===== src/hw/rtl/wav_pcm16_decode_mono_unit_assert.svh =====
// assertion macros for the wav pcm16 mono decoder
// used by the top level only, needs a clock and reset named clock and reset
`ifndef WAV_PCM16_DECODE_MONO_UNIT_ASSERT_SVH
`define WAV_PCM16_DECODE_MONO_UNIT_ASSERT_SVH

// same-cycle implication
`define WPD_ASSERT_NOW(lbl, ante, cons) \
   lbl: assert property (@(posedge clock) disable iff (reset) (ante) |-> (cons)) \
      else $error("wpd assertion failed");

// next-cycle implication
`define WPD_ASSERT_NEXT(lbl, ante, cons) \
   lbl: assert property (@(posedge clock) disable iff (reset) (ante) |=> (cons)) \
      else $error("wpd assertion failed");

`endif


===== src/hw/rtl/wpd_pkg.sv =====
// shared constants for the wav pcm16 mono decoder
// no dependencies
`timescale 1ns / 1ps

package wpd_pkg;

   // parse phases
   localparam logic [3:0] PH_IDLE = 4'd0;
   localparam logic [3:0] PH_HEAD = 4'd1;
   localparam logic [3:0] PH_CHDR = 4'd2;
   localparam logic [3:0] PH_FMT  = 4'd3;
   localparam logic [3:0] PH_SKIP = 4'd4;
   localparam logic [3:0] PH_DATA = 4'd5;
   localparam logic [3:0] PH_DONE = 4'd6;

   // sequencer states
   localparam logic [1:0] S_IDLE = 2'd0;
   localparam logic [1:0] S_DIV  = 2'd1;
   localparam logic [1:0] S_PUT  = 2'd2;

   localparam logic [31:0] TAG_RIFF = 32'h4646_4952;
   localparam logic [31:0] TAG_WAVE = 32'h4556_4157;
   localparam logic [31:0] TAG_FMT  = 32'h2074_6D66;
   localparam logic [31:0] TAG_DATA = 32'h6174_6164;

   localparam logic [31:0] MIN_FILE    = 32'd44;
   localparam logic [33:0] FIRST_CHUNK = 34'd12;
   localparam logic [33:0] HDR_LEN     = 34'd8;
   localparam logic [31:0] FMT_MIN     = 32'd16;
   localparam logic [15:0] PCM_BITS    = 16'd16;
   localparam logic [15:0] FMT_PCM     = 16'd1;
   localparam logic [15:0] FMT_FLOAT   = 16'd3;

   localparam logic [1:0] KIND_HEADER = 2'd0;
   localparam logic [1:0] KIND_SAMPLE = 2'd1;
   localparam logic [1:0] KIND_ERROR  = 2'd2;

   localparam logic [3:0] ERR_NONE      = 4'd0;
   localparam logic [3:0] ERR_SHORT     = 4'd1;
   localparam logic [3:0] ERR_RIFF      = 4'd2;
   localparam logic [3:0] ERR_WAVE      = 4'd3;
   localparam logic [3:0] ERR_FMT_SIZE  = 4'd4;
   localparam logic [3:0] ERR_FORMAT    = 4'd5;
   localparam logic [3:0] ERR_NO_DATA   = 4'd6;
   localparam logic [3:0] ERR_BITS      = 4'd7;
   localparam logic [3:0] ERR_ZERO_CH   = 4'd8;
   localparam logic [3:0] ERR_DATA_1ST  = 4'd9;
   localparam logic [3:0] ERR_TRUNC     = 4'd10;

   // divider: 48 bit dividend, 17 bit divisor, one quotient bit per cycle
   localparam int DIV_BITS = 48;
   localparam logic [5:0] DIV_LAST = 6'(DIV_BITS - 1);

   localparam logic DIV_FRAME = 1'b0;
   localparam logic DIV_LEN   = 1'b1;

endpackage


===== src/hw/rtl/wav_pcm16_decode_mono_unit.sv =====
// wav riff pcm16 decoder with mono downmix, one file byte per request
// depends on wpd_pkg and wav_pcm16_decode_mono_unit_assert.svh
`timescale 1ns / 1ps
`include "wav_pcm16_decode_mono_unit_assert.svh"

// Usage
// req channel: one file byte per request, req_first_byte marks byte zero and
//    restarts the parse. csr register 0 (file_length) is written before a file.
// rsp channel: header, mono sample or error results, rsp_final_res on the last.
// A byte that makes no result leaves the sequencer idle. A byte that makes a
//    result goes to the put state, through the shared restoring divider first
//    when it closes a frame (division by channel count) or opens the data chunk
//    (chunk length modulo frame size).
// req_stall is high while a byte is being worked on; one byte at a time.
// The rsp output register lets a new byte in while a result waits; a second
//    result waits in the sequencer until rsp_stall drops.
// Reset clears the parse to idle, file_length to zero and drops rsp_valid.
// Bytes are ignored while idle or after the last result, until byte zero.
module wav_pcm16_decode_mono_unit import wpd_pkg::*; (
   input  logic               clock,
   input  logic               reset,
   input  logic               req_valid,
   output logic               req_stall,
   input  logic [7:0]         req_data_byte,
   input  logic               req_first_byte,
   output logic               rsp_valid,
   input  logic               rsp_stall,
   output logic [1:0]         rsp_kind,
   output logic signed [31:0] rsp_sample,
   output logic [31:0]        rsp_sample_rate,
   output logic [15:0]        rsp_channel_count,
   output logic [3:0]         rsp_error_code,
   output logic               rsp_final_res,
   input  logic               csr_psel,
   input  logic               csr_penable,
   input  logic               csr_pwrite,
   input  logic [1:0]         csr_paddr,
   input  logic [31:0]        csr_pwdata,
   output logic [31:0]        csr_prdata,
   output logic               csr_pready
);

   logic [31:0] flen_ff, flen_in;
   logic [1:0]  seq_ff, seq_in;
   logic [3:0]  phase_ff, phase_in;
   logic [33:0] pos_ff, pos_in;
   logic [31:0] tag_ff, tag_in;
   logic [31:0] clen_ff, clen_in;
   logic [33:0] cend_ff, cend_in;
   logic [15:0] fcode_ff, fcode_in;
   logic [15:0] chans_ff, chans_in;
   logic [31:0] rate_ff, rate_in;
   logic [15:0] bits_ff, bits_in;
   logic        fmt_found_ff, fmt_found_in;
   logic [31:0] drem_ff, drem_in;
   logic signed [32:0] fsum_ff, fsum_in;
   logic [16:0] fbytes_ff, fbytes_in;
   logic [7:0]  low_ff, low_in;
   logic [2:0]  hdr_cnt_ff, hdr_cnt_in;
   logic [4:0]  fmt_off_ff, fmt_off_in;

   logic [16:0] div_rem_ff, div_rem_in;
   logic [47:0] div_quo_ff, div_quo_in;
   logic [16:0] div_den_ff, div_den_in;
   logic [5:0]  div_cnt_ff, div_cnt_in;
   logic        div_mode_ff, div_mode_in;
   logic        div_neg_ff, div_neg_in;

   logic [1:0]  pend_kind_ff, pend_kind_in;
   logic [3:0]  pend_err_ff, pend_err_in;
   logic        pend_fin_ff, pend_fin_in;
   logic [31:0] pend_smp_ff, pend_smp_in;

   logic        rsp_valid_ff, rsp_valid_in;
   logic [1:0]  rsp_kind_ff, rsp_kind_in;
   logic [31:0] rsp_smp_ff, rsp_smp_in;
   logic [31:0] rsp_rate_ff, rsp_rate_in;
   logic [15:0] rsp_ch_ff, rsp_ch_in;
   logic [3:0]  rsp_err_ff, rsp_err_in;
   logic        rsp_fin_ff, rsp_fin_in;

   logic        accept;
   logic        csr_write;

   assign req_stall  = (seq_ff != S_IDLE);
   assign accept     = req_valid && !req_stall;
   assign csr_pready = 1'b1;
   assign csr_write  = csr_psel && csr_penable && csr_pwrite;
   // a single register, every word address reads it
   assign csr_prdata = (csr_paddr == 2'd0) ? flen_ff : flen_ff;

   always_comb begin
      logic [3:0]  err_v;
      logic        start_div;
      logic        hit;
      logic [33:0] flen_x;
      logic [33:0] nxt;
      logic [33:0] clen_x;
      logic [15:0] raw;
      logic [16:0] fbytes_nx;
      logic [31:0] mag;
      logic [17:0] r2;
      logic [31:0] used;
      logic [31:0] q;

      err_v     = ERR_NONE;
      start_div = 1'b0;
      hit       = 1'b0;
      flen_x    = {2'b00, flen_ff};
      nxt       = '0;
      clen_x    = '0;
      raw       = '0;
      fbytes_nx = '0;
      mag       = '0;
      r2        = '0;
      used      = '0;
      q         = '0;

      flen_in      = csr_write ? csr_pwdata : flen_ff;
      seq_in       = seq_ff;
      phase_in     = phase_ff;
      pos_in       = pos_ff;
      tag_in       = tag_ff;
      clen_in      = clen_ff;
      cend_in      = cend_ff;
      fcode_in     = fcode_ff;
      chans_in     = chans_ff;
      rate_in      = rate_ff;
      bits_in      = bits_ff;
      fmt_found_in = fmt_found_ff;
      drem_in      = drem_ff;
      fsum_in      = fsum_ff;
      fbytes_in    = fbytes_ff;
      low_in       = low_ff;
      hdr_cnt_in   = hdr_cnt_ff;
      fmt_off_in   = fmt_off_ff;
      div_rem_in   = div_rem_ff;
      div_quo_in   = div_quo_ff;
      div_den_in   = div_den_ff;
      div_cnt_in   = div_cnt_ff;
      div_mode_in  = div_mode_ff;
      div_neg_in   = div_neg_ff;
      pend_kind_in = pend_kind_ff;
      pend_err_in  = pend_err_ff;
      pend_fin_in  = pend_fin_ff;
      pend_smp_in  = pend_smp_ff;
      rsp_valid_in = rsp_valid_ff && rsp_stall;
      rsp_kind_in  = rsp_kind_ff;
      rsp_smp_in   = rsp_smp_ff;
      rsp_rate_in  = rsp_rate_ff;
      rsp_ch_in    = rsp_ch_ff;
      rsp_err_in   = rsp_err_ff;
      rsp_fin_in   = rsp_fin_ff;

      case (seq_ff)
         S_IDLE: begin
            if (accept) begin
               if (req_first_byte) begin
                  phase_in     = PH_HEAD;
                  pos_in       = '0;
                  tag_in       = '0;
                  clen_in      = '0;
                  cend_in      = '0;
                  fcode_in     = '0;
                  chans_in     = '0;
                  rate_in      = '0;
                  bits_in      = '0;
                  fmt_found_in = 1'b0;
                  drem_in      = '0;
                  fsum_in      = '0;
                  fbytes_in    = '0;
                  low_in       = '0;
                  hdr_cnt_in   = '0;
                  fmt_off_in   = '0;
                  if (flen_ff < MIN_FILE) begin
                     err_v = ERR_SHORT;
                  end
               end
               if (err_v == ERR_NONE && phase_in != PH_IDLE && phase_in != PH_DONE) begin
                  case (phase_in)
                     PH_HEAD: begin
                        tag_in = {req_data_byte, tag_in[31:8]};
                        if (pos_in == 34'd3 && tag_in != TAG_RIFF) begin
                           err_v = ERR_RIFF;
                        end else if (pos_in == 34'd11) begin
                           if (tag_in != TAG_WAVE) begin
                              err_v = ERR_WAVE;
                           end else if (FIRST_CHUNK + HDR_LEN >= flen_x) begin
                              err_v = ERR_NO_DATA;
                           end else begin
                              phase_in   = PH_CHDR;
                              cend_in    = FIRST_CHUNK + HDR_LEN;
                              tag_in     = '0;
                              clen_in    = '0;
                              hdr_cnt_in = '0;
                           end
                        end
                     end
                     PH_CHDR: begin
                        if (hdr_cnt_in < 3'd4) begin
                           tag_in = {req_data_byte, tag_in[31:8]};
                        end else begin
                           clen_in = {req_data_byte, clen_in[31:8]};
                        end
                        hdr_cnt_in = hdr_cnt_ff + 3'd1;
                        if (hdr_cnt_ff == 3'd7) begin
                           clen_x = {2'b00, clen_in};
                           nxt    = cend_in + clen_x;
                           if (tag_in == TAG_FMT) begin
                              if (clen_in < FMT_MIN || nxt > flen_x) begin
                                 err_v = ERR_FMT_SIZE;
                              end else begin
                                 cend_in    = nxt;
                                 phase_in   = PH_FMT;
                                 fmt_off_in = '0;
                              end
                           end else if (tag_in == TAG_DATA) begin
                              if (!fmt_found_in) begin
                                 err_v = ERR_DATA_1ST;
                              end else if (bits_in != PCM_BITS) begin
                                 err_v = ERR_BITS;
                              end else if (chans_in == 16'd0) begin
                                 err_v = ERR_ZERO_CH;
                              end else begin
                                 // length modulo frame size through the divider
                                 start_div   = 1'b1;
                                 div_mode_in = DIV_LEN;
                                 div_neg_in  = 1'b0;
                                 div_quo_in  = {16'd0, clen_in};
                                 div_den_in  = {chans_in, 1'b0};
                              end
                           end else begin
                              cend_in = nxt;
                              if (nxt + HDR_LEN >= flen_x) begin
                                 err_v = ERR_NO_DATA;
                              end else if (clen_in == 32'd0) begin
                                 cend_in    = nxt + HDR_LEN;
                                 tag_in     = '0;
                                 clen_in    = '0;
                                 hdr_cnt_in = '0;
                              end else begin
                                 phase_in = PH_SKIP;
                              end
                           end
                        end
                     end
                     PH_SKIP: begin
                        if (pos_in + 34'd1 >= cend_in) begin
                           if (cend_in + HDR_LEN >= flen_x) begin
                              err_v = ERR_NO_DATA;
                           end else begin
                              phase_in   = PH_CHDR;
                              cend_in    = cend_in + HDR_LEN;
                              tag_in     = '0;
                              clen_in    = '0;
                              hdr_cnt_in = '0;
                           end
                        end
                     end
                     PH_FMT: begin
                        case (fmt_off_ff)
                           5'd0: fcode_in = {8'd0, req_data_byte};
                           5'd1: begin
                              fcode_in = {req_data_byte, fcode_ff[7:0]};
                              if (fcode_in != FMT_PCM && fcode_in != FMT_FLOAT) begin
                                 err_v = ERR_FORMAT;
                              end
                           end
                           5'd2: chans_in = {8'd0, req_data_byte};
                           5'd3: chans_in = {req_data_byte, chans_ff[7:0]};
                           5'd4, 5'd5, 5'd6, 5'd7: rate_in = {req_data_byte, rate_ff[31:8]};
                           5'd14: bits_in = {8'd0, req_data_byte};
                           5'd15: begin
                              bits_in      = {req_data_byte, bits_ff[7:0]};
                              fmt_found_in = 1'b1;
                           end
                           default: ;
                        endcase
                        // offset saturates past the fields of interest
                        if (fmt_off_ff != 5'd16) begin
                           fmt_off_in = fmt_off_ff + 5'd1;
                        end
                        if (err_v == ERR_NONE && pos_in + 34'd1 >= cend_in) begin
                           if (cend_in + HDR_LEN >= flen_x) begin
                              err_v = ERR_NO_DATA;
                           end else begin
                              phase_in   = PH_CHDR;
                              cend_in    = cend_in + HDR_LEN;
                              tag_in     = '0;
                              clen_in    = '0;
                              hdr_cnt_in = '0;
                           end
                        end
                     end
                     PH_DATA: begin
                        if (!fbytes_ff[0]) begin
                           low_in = req_data_byte;
                        end else begin
                           raw     = {req_data_byte, low_ff};
                           fsum_in = fsum_ff + $signed({{17{raw[15]}}, raw});
                        end
                        fbytes_nx = fbytes_ff + 17'd1;
                        fbytes_in = fbytes_nx;
                        if (drem_ff != 32'd0) begin
                           drem_in = drem_ff - 32'd1;
                        end
                        if (fbytes_nx >= {chans_ff, 1'b0}) begin
                           // frame done: sign and magnitude into the divider
                           mag         = fsum_in[32] ? 32'(-fsum_in) : fsum_in[31:0];
                           start_div   = 1'b1;
                           div_mode_in = DIV_FRAME;
                           div_neg_in  = fsum_in[32];
                           div_quo_in  = {mag, 16'd0};
                           div_den_in  = {1'b0, chans_ff};
                           pend_fin_in = (drem_in == 32'd0);
                           fsum_in     = '0;
                           fbytes_in   = '0;
                           if (drem_in == 32'd0) begin
                              phase_in = PH_DONE;
                           end
                        end
                     end
                     default: ;
                  endcase
                  pos_in = pos_in + 34'd1;
               end
               if (err_v != ERR_NONE) begin
                  phase_in     = PH_DONE;
                  pend_kind_in = KIND_ERROR;
                  pend_err_in  = err_v;
                  pend_fin_in  = 1'b1;
                  hit          = 1'b1;
               end
               if (hit) begin
                  seq_in = S_PUT;
               end else if (start_div) begin
                  seq_in     = S_DIV;
                  div_rem_in = '0;
                  div_cnt_in = '0;
               end
            end
         end
         S_DIV: begin
            r2 = {div_rem_ff, div_quo_ff[47]};
            if (r2 >= {1'b0, div_den_ff}) begin
               div_rem_in = 17'(r2 - {1'b0, div_den_ff});
               div_quo_in = {div_quo_ff[46:0], 1'b1};
            end else begin
               div_rem_in = r2[16:0];
               div_quo_in = {div_quo_ff[46:0], 1'b0};
            end
            div_cnt_in = div_cnt_ff + 6'd1;
            if (div_cnt_ff == DIV_LAST) begin
               seq_in = S_PUT;
               if (div_mode_ff == DIV_FRAME) begin
                  q            = div_quo_in[31:0];
                  pend_smp_in  = div_neg_ff ? (32'd0 - q) : q;
                  pend_kind_in = KIND_SAMPLE;
                  pend_err_in  = ERR_NONE;
               end else begin
                  used = clen_ff - {15'd0, div_rem_in};
                  if (cend_ff + {2'b00, used} > flen_x) begin
                     phase_in     = PH_DONE;
                     pend_kind_in = KIND_ERROR;
                     pend_err_in  = ERR_TRUNC;
                     pend_fin_in  = 1'b1;
                  end else begin
                     drem_in      = used;
                     fsum_in      = '0;
                     fbytes_in    = '0;
                     phase_in     = (used == 32'd0) ? PH_DONE : PH_DATA;
                     pend_kind_in = KIND_HEADER;
                     pend_err_in  = ERR_NONE;
                     pend_fin_in  = (used == 32'd0);
                  end
               end
            end
         end
         S_PUT: begin
            if (!rsp_valid_ff || !rsp_stall) begin
               rsp_valid_in = 1'b1;
               rsp_kind_in  = pend_kind_ff;
               rsp_smp_in   = (pend_kind_ff == KIND_SAMPLE) ? pend_smp_ff : 32'd0;
               rsp_rate_in  = (pend_kind_ff == KIND_HEADER) ? rate_ff : 32'd0;
               rsp_ch_in    = (pend_kind_ff == KIND_HEADER) ? chans_ff : 16'd0;
               rsp_err_in   = pend_err_ff;
               rsp_fin_in   = pend_fin_ff;
               seq_in       = S_IDLE;
            end
         end
         default: seq_in = S_IDLE;
      endcase
   end

   always_ff @(posedge clock) begin
      if (reset) begin
         flen_ff      <= '0;
         seq_ff       <= S_IDLE;
         phase_ff     <= PH_IDLE;
         pos_ff       <= '0;
         tag_ff       <= '0;
         clen_ff      <= '0;
         cend_ff      <= '0;
         fcode_ff     <= '0;
         chans_ff     <= '0;
         rate_ff      <= '0;
         bits_ff      <= '0;
         fmt_found_ff <= 1'b0;
         drem_ff      <= '0;
         fsum_ff      <= '0;
         fbytes_ff    <= '0;
         low_ff       <= '0;
         hdr_cnt_ff   <= '0;
         fmt_off_ff   <= '0;
         div_cnt_ff   <= '0;
         rsp_valid_ff <= 1'b0;
      end else begin
         flen_ff      <= flen_in;
         seq_ff       <= seq_in;
         phase_ff     <= phase_in;
         pos_ff       <= pos_in;
         tag_ff       <= tag_in;
         clen_ff      <= clen_in;
         cend_ff      <= cend_in;
         fcode_ff     <= fcode_in;
         chans_ff     <= chans_in;
         rate_ff      <= rate_in;
         bits_ff      <= bits_in;
         fmt_found_ff <= fmt_found_in;
         drem_ff      <= drem_in;
         fsum_ff      <= fsum_in;
         fbytes_ff    <= fbytes_in;
         low_ff       <= low_in;
         hdr_cnt_ff   <= hdr_cnt_in;
         fmt_off_ff   <= fmt_off_in;
         div_cnt_ff   <= div_cnt_in;
         rsp_valid_ff <= rsp_valid_in;
      end
   end

   always_ff @(posedge clock) begin
      div_rem_ff   <= div_rem_in;
      div_quo_ff   <= div_quo_in;
      div_den_ff   <= div_den_in;
      div_mode_ff  <= div_mode_in;
      div_neg_ff   <= div_neg_in;
      pend_kind_ff <= pend_kind_in;
      pend_err_ff  <= pend_err_in;
      pend_fin_ff  <= pend_fin_in;
      pend_smp_ff  <= pend_smp_in;
      rsp_kind_ff  <= rsp_kind_in;
      rsp_smp_ff   <= rsp_smp_in;
      rsp_rate_ff  <= rsp_rate_in;
      rsp_ch_ff    <= rsp_ch_in;
      rsp_err_ff   <= rsp_err_in;
      rsp_fin_ff   <= rsp_fin_in;
   end

   assign rsp_valid         = rsp_valid_ff;
   assign rsp_kind          = rsp_kind_ff;
   assign rsp_sample        = $signed(rsp_smp_ff);
   assign rsp_sample_rate   = rsp_rate_ff;
   assign rsp_channel_count = rsp_ch_ff;
   assign rsp_error_code    = rsp_err_ff;
   assign rsp_final_res     = rsp_fin_ff;

   `WPD_ASSERT_NOW(err_is_final, rsp_valid_ff && rsp_kind_ff == KIND_ERROR, rsp_fin_ff)
   `WPD_ASSERT_NOW(sample_no_err, rsp_valid_ff && rsp_kind_ff == KIND_SAMPLE,
                   rsp_err_ff == ERR_NONE)
   `WPD_ASSERT_NEXT(div_to_put, seq_ff == S_DIV, seq_ff == S_DIV || seq_ff == S_PUT)

endmodule

===== config.mk =====
export PLATFORM = sky130hd
export DESIGN_NAME = wav_pcm16_decode_mono_unit
export DESIGN_NICKNAME = d
export VERILOG_FILES = /design/src/hw/rtl/wpd_pkg.sv /design/src/hw/rtl/wav_pcm16_decode_mono_unit.sv
export VERILOG_INCLUDE_DIRS = /design/src /design/src/hw/rtl
export SDC_FILE = /design/constraint.sdc
export NUM_CORES = 2
export LEC_CHECK = 0
export BUFFER_PORTS_ARGS = -buffer_cell sky130_fd_sc_hd__buf_2
export CAP_MARGIN = 20
export CELL_PAD_IN_SITES_DETAIL_PLACEMENT = 0
export CELL_PAD_IN_SITES_GLOBAL_PLACEMENT = 1
export CORE_MARGIN = 10
export CORE_UTILIZATION = 48
export DETAILED_ROUTE_END_ITERATION = 10
export PLACE_DENSITY = 0.87
export SYNTH_ARGS = -nofsm -noshare
export SYNTH_HDL_FRONTEND = slang
export SYNTH_SLANG_ARGS = --single-unit

===== constraint.sdc =====
create_clock -name clock -period 13 [get_ports clock]
set_clock_uncertainty 0.05 [all_clocks]
set_input_delay 0.65 -clock clock [delete_from_list [all_inputs] [get_ports clock]]
set_output_delay 0.65 -clock clock [all_outputs]
set_load 0.005 [all_outputs]

Word-level counts from Yosys, hierarchy flattened
Index checks and enable logic that the tools add are counted.

Mux-type cells: 303. Add/sub/neg operators: 15. $lt $le $gt $ge: 11. Reductions and logical operators: 44. Equal/unequal tests: 61. Bitwise operators: 1.

Operators with widths (number): $mux 32 (58); $mux 34 (21); $mux 48 (10); $mux 33 (13); $mux 17 (20); $pmux 32 s4 (2); $mux 4 (55); $mux 16 (13); $pmux 48 s2 (2); $pmux 34 s4 (1); $pmux 17 s2 (3); $logic_not 32->1 (3); $pmux 16 s2 (3); $add 34x32->34 (2); $add 34x4->34 const B (2); $ge 34x32->1 (2); $gt 34x32->1 (2); $pmux 33 s2 (1); $ne 32x31->1 const B (2); $pmux 32 s2 (1); $mux 3 (16); $mux 1 (46); $ne 3x3->1 const B (15); $add 34x1->34 const B (1); 69 further kinds (141).

Flip-flop bits (word level): 566. Input port bits: 50. Output and inout port bits: 122. Word-level logic and storage cells: 473.

Logic depth before layout (Yosys ltp)
Depth in word-level cells: 29. Gate-level depth with buffers: 51. Mapped depth without buffers: 48.

Worst setup path before layout
Ideal clock, no wire load.

Kind: register to register. From: reg div_rem_ff[1]. To: reg fsum_ff[16]. Clock period less this slack: 9804 ps. Required time: 12809 ps. Library setup time: 141 ps. Data arrival time: 9613 ps. Setup slack: 3196 ps. Stages on the path, launching flop included: 50. Path buffers: 3. Path through: edfxtp_1 -> ha_1 -> nor2b_1 -> o31a_1 -> o311ai_1 -> a31oi_2 -> inv_1 -> buf_1 -> nand2_1 -> o21ai_0 -> ha_1 -> inv_1 -> fa_1 -> a21oi_1 -> o211ai_1 -> or4_1 -> a31oi_1 -> o21bai_1 -> [... 14 more ...] -> o21bai_1 -> a21oi_1 -> xnor2_1 -> ha_1 -> a21o_1 -> a21o_1 -> a21oi_1 -> nand2b_1 -> a221o_1 -> a311o_1 -> a31oi_1 -> o21ai_1 -> a21oi_1 -> nor2_1 -> clkbuf_1 -> buf_1 -> nand2_1 -> o21ai_0.

Longest elaborated chain between the ends: 8. Elaborated cells on any way between the ends: 9. Those cells by class: add/sub (3); order compare (2); eq/ne (1); mux (2); reduce/logical (1).

RTL lines: from (decl) (RTL line wav_pcm16_decode_mono_unit.sv:62) `logic [16:0] div_rem_ff, div_rem_in;`; from (signal assigned) (RTL line wav_pcm16_decode_mono_unit.sv:442) `div_rem_ff <= div_rem_in;`; $sub 17x17->17 / $ge 18x17->1 (equally long branches) (RTL line wav_pcm16_decode_mono_unit.sv:346, wav_pcm16_decode_mono_unit.sv:345); $mux 17 (*) (RTL line wav_pcm16_decode_mono_unit.sv:345) `if (r2 >= {1'b0, div_den_ff}) begin`; $mux 17 (*) (RTL line wav_pcm16_decode_mono_unit.sv:155) `case (seq_ff)`; $sub 32x17->32 (*) (RTL line wav_pcm16_decode_mono_unit.sv:361) `used = clen_ff - {15'd0, div_rem_in};`; $add 34x32->34 (*) (RTL line wav_pcm16_decode_mono_unit.sv:362) `if (cend_ff + {2'b00, used} > flen_x) begin`; $gt 34x32->1 (*) (RTL line wav_pcm16_decode_mono_unit.sv:362); $ne 2x2->1 (no line) (*); $reduce_and 5->1 (no line) (*); to (signal assigned) (RTL line wav_pcm16_decode_mono_unit.sv:431) `fsum_ff <= fsum_in;`; to (decl) (RTL line wav_pcm16_decode_mono_unit.sv:56) `logic signed [32:0] fsum_ff, fsum_in;`.

Every way passes the cells marked *; elsewhere a longest branch is shown, timed or not. The select of a mux whose other input is x is not followed. A chain may end at the register's enable or synchronous reset.

Final worst setup path
From: reg div_quo_ff[47]. To: reg fbytes_ff[9].

Longest elaborated chain between the ends: 8. Elaborated cells on any way between the ends: 9. Those cells by class: add/sub (3); order compare (2); eq/ne (1); mux (2); reduce/logical (1).

RTL lines: from (decl) (RTL line wav_pcm16_decode_mono_unit.sv:63) `logic [47:0] div_quo_ff, div_quo_in;`; from (signal assigned) (RTL line wav_pcm16_decode_mono_unit.sv:443) `div_quo_ff <= div_quo_in;`; $sub 17x17->17 / $ge 18x17->1 (equally long branches) (RTL line wav_pcm16_decode_mono_unit.sv:346, wav_pcm16_decode_mono_unit.sv:345); $mux 17 (*) (RTL line wav_pcm16_decode_mono_unit.sv:345); $mux 17 (*) (RTL line wav_pcm16_decode_mono_unit.sv:155); $sub 32x17->32 (*) (RTL line wav_pcm16_decode_mono_unit.sv:361); $add 34x32->34 (*) (RTL line wav_pcm16_decode_mono_unit.sv:362); $gt 34x32->1 (*) (RTL line wav_pcm16_decode_mono_unit.sv:362); $ne 2x2->1 (no line) (*); $reduce_and 5->1 (no line) (*); to (signal assigned) (RTL line wav_pcm16_decode_mono_unit.sv:432) `fbytes_ff <= fbytes_in;`; to (decl) (RTL line wav_pcm16_decode_mono_unit.sv:57) `logic [16:0] fbytes_ff, fbytes_in;`.

Marks and branches as above.

==> results_dict.tcl <==
set metrics [dict create \
    drt_iter0_drc 4537 \
    grt_pass1_vias 36477 \
    timing.setup.tns_ns 0 \
    ios 172 \
    portBuffers 168 \
    clk_pin_slew_ns 0.06 \
    h-tree-depth 3 \
    ys_seq_area_frac 0.321 \
    fp.dieH_um 313 \
    synthesis.area_um2 41300 \
    synth_edf_count 210 \
    tightest_slew_ns 1.17 \
    cp-start-kind "flip-flop" \
    start_util 0.485 \
    max_freq_mhz 85.9 \
    rsz0062_at_grt "no" \
    ir_drop_v 0.0000876 \
    globalRoute.totalOverflow 0 \
    synth-adder-area-share 0.100 \
    cts_tree "yes" \
    finalCriticalPeriod_ns 11.64 \
    powerDensity_nw_per_um2 102 \
    async_flop_share 0 \
    post-route-drc-count 0 \
    cts-root-buf "clkbuf_16" \
    max_slew_margin 0.212 \
    die_area_um2 98200 \
    synth_top_family_by_area "compound AO/OA/AOI/OAI gates" \
    grt_max_degree 108 \
    die_x_um 313 \
    hold_viol_final 0 \
    critPathMaxStageDelay_ns 0.55 \
    worstPathRequired_ns 13.47 \
    synth_compound_area_frac 0.232 \
    slew_violations 0 \
    reg2regPathDepth 49 \
    drt_first_pass_iters 8 \
    synth_xor_area_frac 0.0629 \
    routed-via-count 39955 \
    ant_nets 0 \
    area_growth_pct 10.2 \
    multi_input_area_um2 26300 \
    worstSetupEndpointType "flip-flop" \
    synthSimpleGateAreaFrac 0.224 \
    syn_nets 5444 \
    synth_mux_area_frac 0.0146 \
    grt_pass1_wl_um 223000 \
    grt_usage 0.287 \
    hold_path_depth 3 \
    dp_hpwl_um 110000 \
    antenna_found_initial 5 \
    postCtsResizedCells 0 \
    num_rows 107 \
    seqCellArea_um2 13300 \
    avgSynthCellArea_um2 8.16 \
    nets 5452 \
    status "finished, final reports clean" \
    fillers 8089 \
    cts_setup_buffers 0 \
    min_period_over_period 0.895 \
    cts_buffers 67 \
    worstPathArrival_ns 12.10 \
    synth_cells 5068 \
    yosys_warnings 0 \
    final_core_util 0.534 \
    clock_latency_ns 0.65 \
    clock_path_buffers 3 \
    wl_um 148000 \
    worstPathMaxFanout 64 \
    gp_congestion 0.998 \
    min_path_type "input port to flip-flop" \
    wire_per_inst_um 23.7 \
    critPathMostFrequentCell "a21oi_1" \
    routed_via_density 6.37 \
    core_um2 85300 \
    critPathKind "flip-flop to flip-flop" \
    cts_hold_buffers 0 \
    ys.flop_type "dfxtp_1" \
    clkSinkCount 557 \
    ys_seq_elements 557 \
    ys_types 118 \
    drive_gt1_frac 0.0823 \
    power.leakage_uw 0.0178 \
    setup_viol 0 \
    drv_cap 0 \
    cp_slowest_cell "o31ai_1" \
]
## through the flow
step / cells / worst slack (ns) / power (µW) / area, µm² / hold WS (ns)
after floorplan: 5068 / 3.20 / 2340 / 41300 / 0.350
after global placement: 6144 / 1.69 / 2580 / 43000 / 0.352
after detailed placement: 6146 / 1.58 / 2580 / 43000 / 0.365
after CTS: 6269 / 1.54 / 4620 / 45400 / 0.177
after global routing: 6275 / 0.771 / 4760 / 45500 / 0.197
final: 6275 / 1.36 / 4630 / 45500 / 0.192
## critical path: cells and delay by family (launching register included)
| family | cells | cell delay, ns |
|---|---|---|
| DFF | 1 | 0.35 |
| buffers and inverters | 6 | 1.02 |
| adders and majority gates | 8 | 2.44 |
| xor gates and xnor gates | 2 | 0.46 |
| and+or+nand+nor | 6 | 0.97 |
| AOI/OAI and AO/OA | 27 | 6.15 |
## cell usage after synthesis, types with 136 or more instances
cell,n,share of area
dfxtp_1,347,0.17
nor2_1,527,0.048
edfxtp_1,210,0.15
nand2_1,489,0.044
a22oi_1,163,0.030
clkbuf_1,247,0.022
nand3_1,136,0.016
ha_1,321,0.097
o21ai_0,275,0.033
inv_1,198,0.018
a21oi_1,377,0.046
xnor2_1,188,0.040
## cell families (layout without fill, tap and decap cells)
kind of cell | Yosys count | count (layout)
and+or+nand+nor | 1884 | 1884
AOI/OAI and AO/OA | 1453 | 1453
DFF | 557 | 557
buffers and inverters | 492 | 554
adders and majority gates | 328 | 328
xor gates and xnor gates | 293 | 293
muxes | 60 | 60
other | 1 | 2
## power by group
group | internal, µW | leakage [µW] | switching (µW) | total, µW
Sequential | 1830 | 0.00478 | 37.9 | 1870
Combinational | 220 | 0.0119 | 486 | 706
Clock | 1200 | 0.00115 | 861 | 2060
## cell usage in the layout, fill, tap and decap left out, drive strengths merged, types with 24 or more instances in the layout
cell    count
nor2      528
nand2     489
a21oi     378
dfxtp     347
ha        321
o21ai     287
buf       232
edfxtp    210
inv       200
xnor2     189
a22oi     163
nand3     137
nor3      119
a21o      117
xor2      104
and2       92
nand4      90
clkbuf     89
nor4       77
and3       66
nor2b      64
a31oi      59
mux2i      57
nand2b     55
o31ai      54
a211oi     54
o21a       53
or3        37
or4        32
a211o      30
o211ai     27
a311oi     24
## metal layers
metal | vias up | part of all wire | GRT usage
met4 | 4 | 0.039 | 0.112
met1 | 19133 | 0.43 | 0.391
met2 | 1840 | 0.44 | 0.440
met3 | 313 | 0.096 | 0.0610
met5 | - | 0.00018 | 0
li1 | 18665 | - | -
## final cells by class
type                            instances  area share
Sequential cell                       557       0.291
Timing Repair Buffer                  233      0.0308
Clock inverter                         35      0.0125
Tap cell                             1144      0.0314
Multi-Input combinational cell       4019       0.578
Inverter                              198      0.0163
Clock buffer                           88      0.0401
Antenna cell                            1   0.0000550
## registers in the layout, indices dropped and copies added, names as in the netlist, 17 cells and up
name,cells
drem_ff,32
cend_ff,34
fbytes_ff,17
div_rem_ff,17
clen_ff,32
pend_smp_ff,32
pos_ff,34
csr_prdata,32
div_quo_ff,48
rsp_sample_rate,32
tag_ff,32
rsp_sample,32
div_den_ff,17
rate_ff,32
fsum_ff,33
## path summary, 6_finish.rpt
check	from	end	slack, ns
min	csr_pwdata[18]	csr_prdata[18]	0.19
max	div_quo_ff[47]	fbytes_ff[9]	1.36
max reg2reg	div_quo_ff[47]	fbytes_ff[9]	1.36
min reg2reg	pend_err_ff[0]	rsp_error_code[0]	0.37
(Power assumes the default switching activity.)
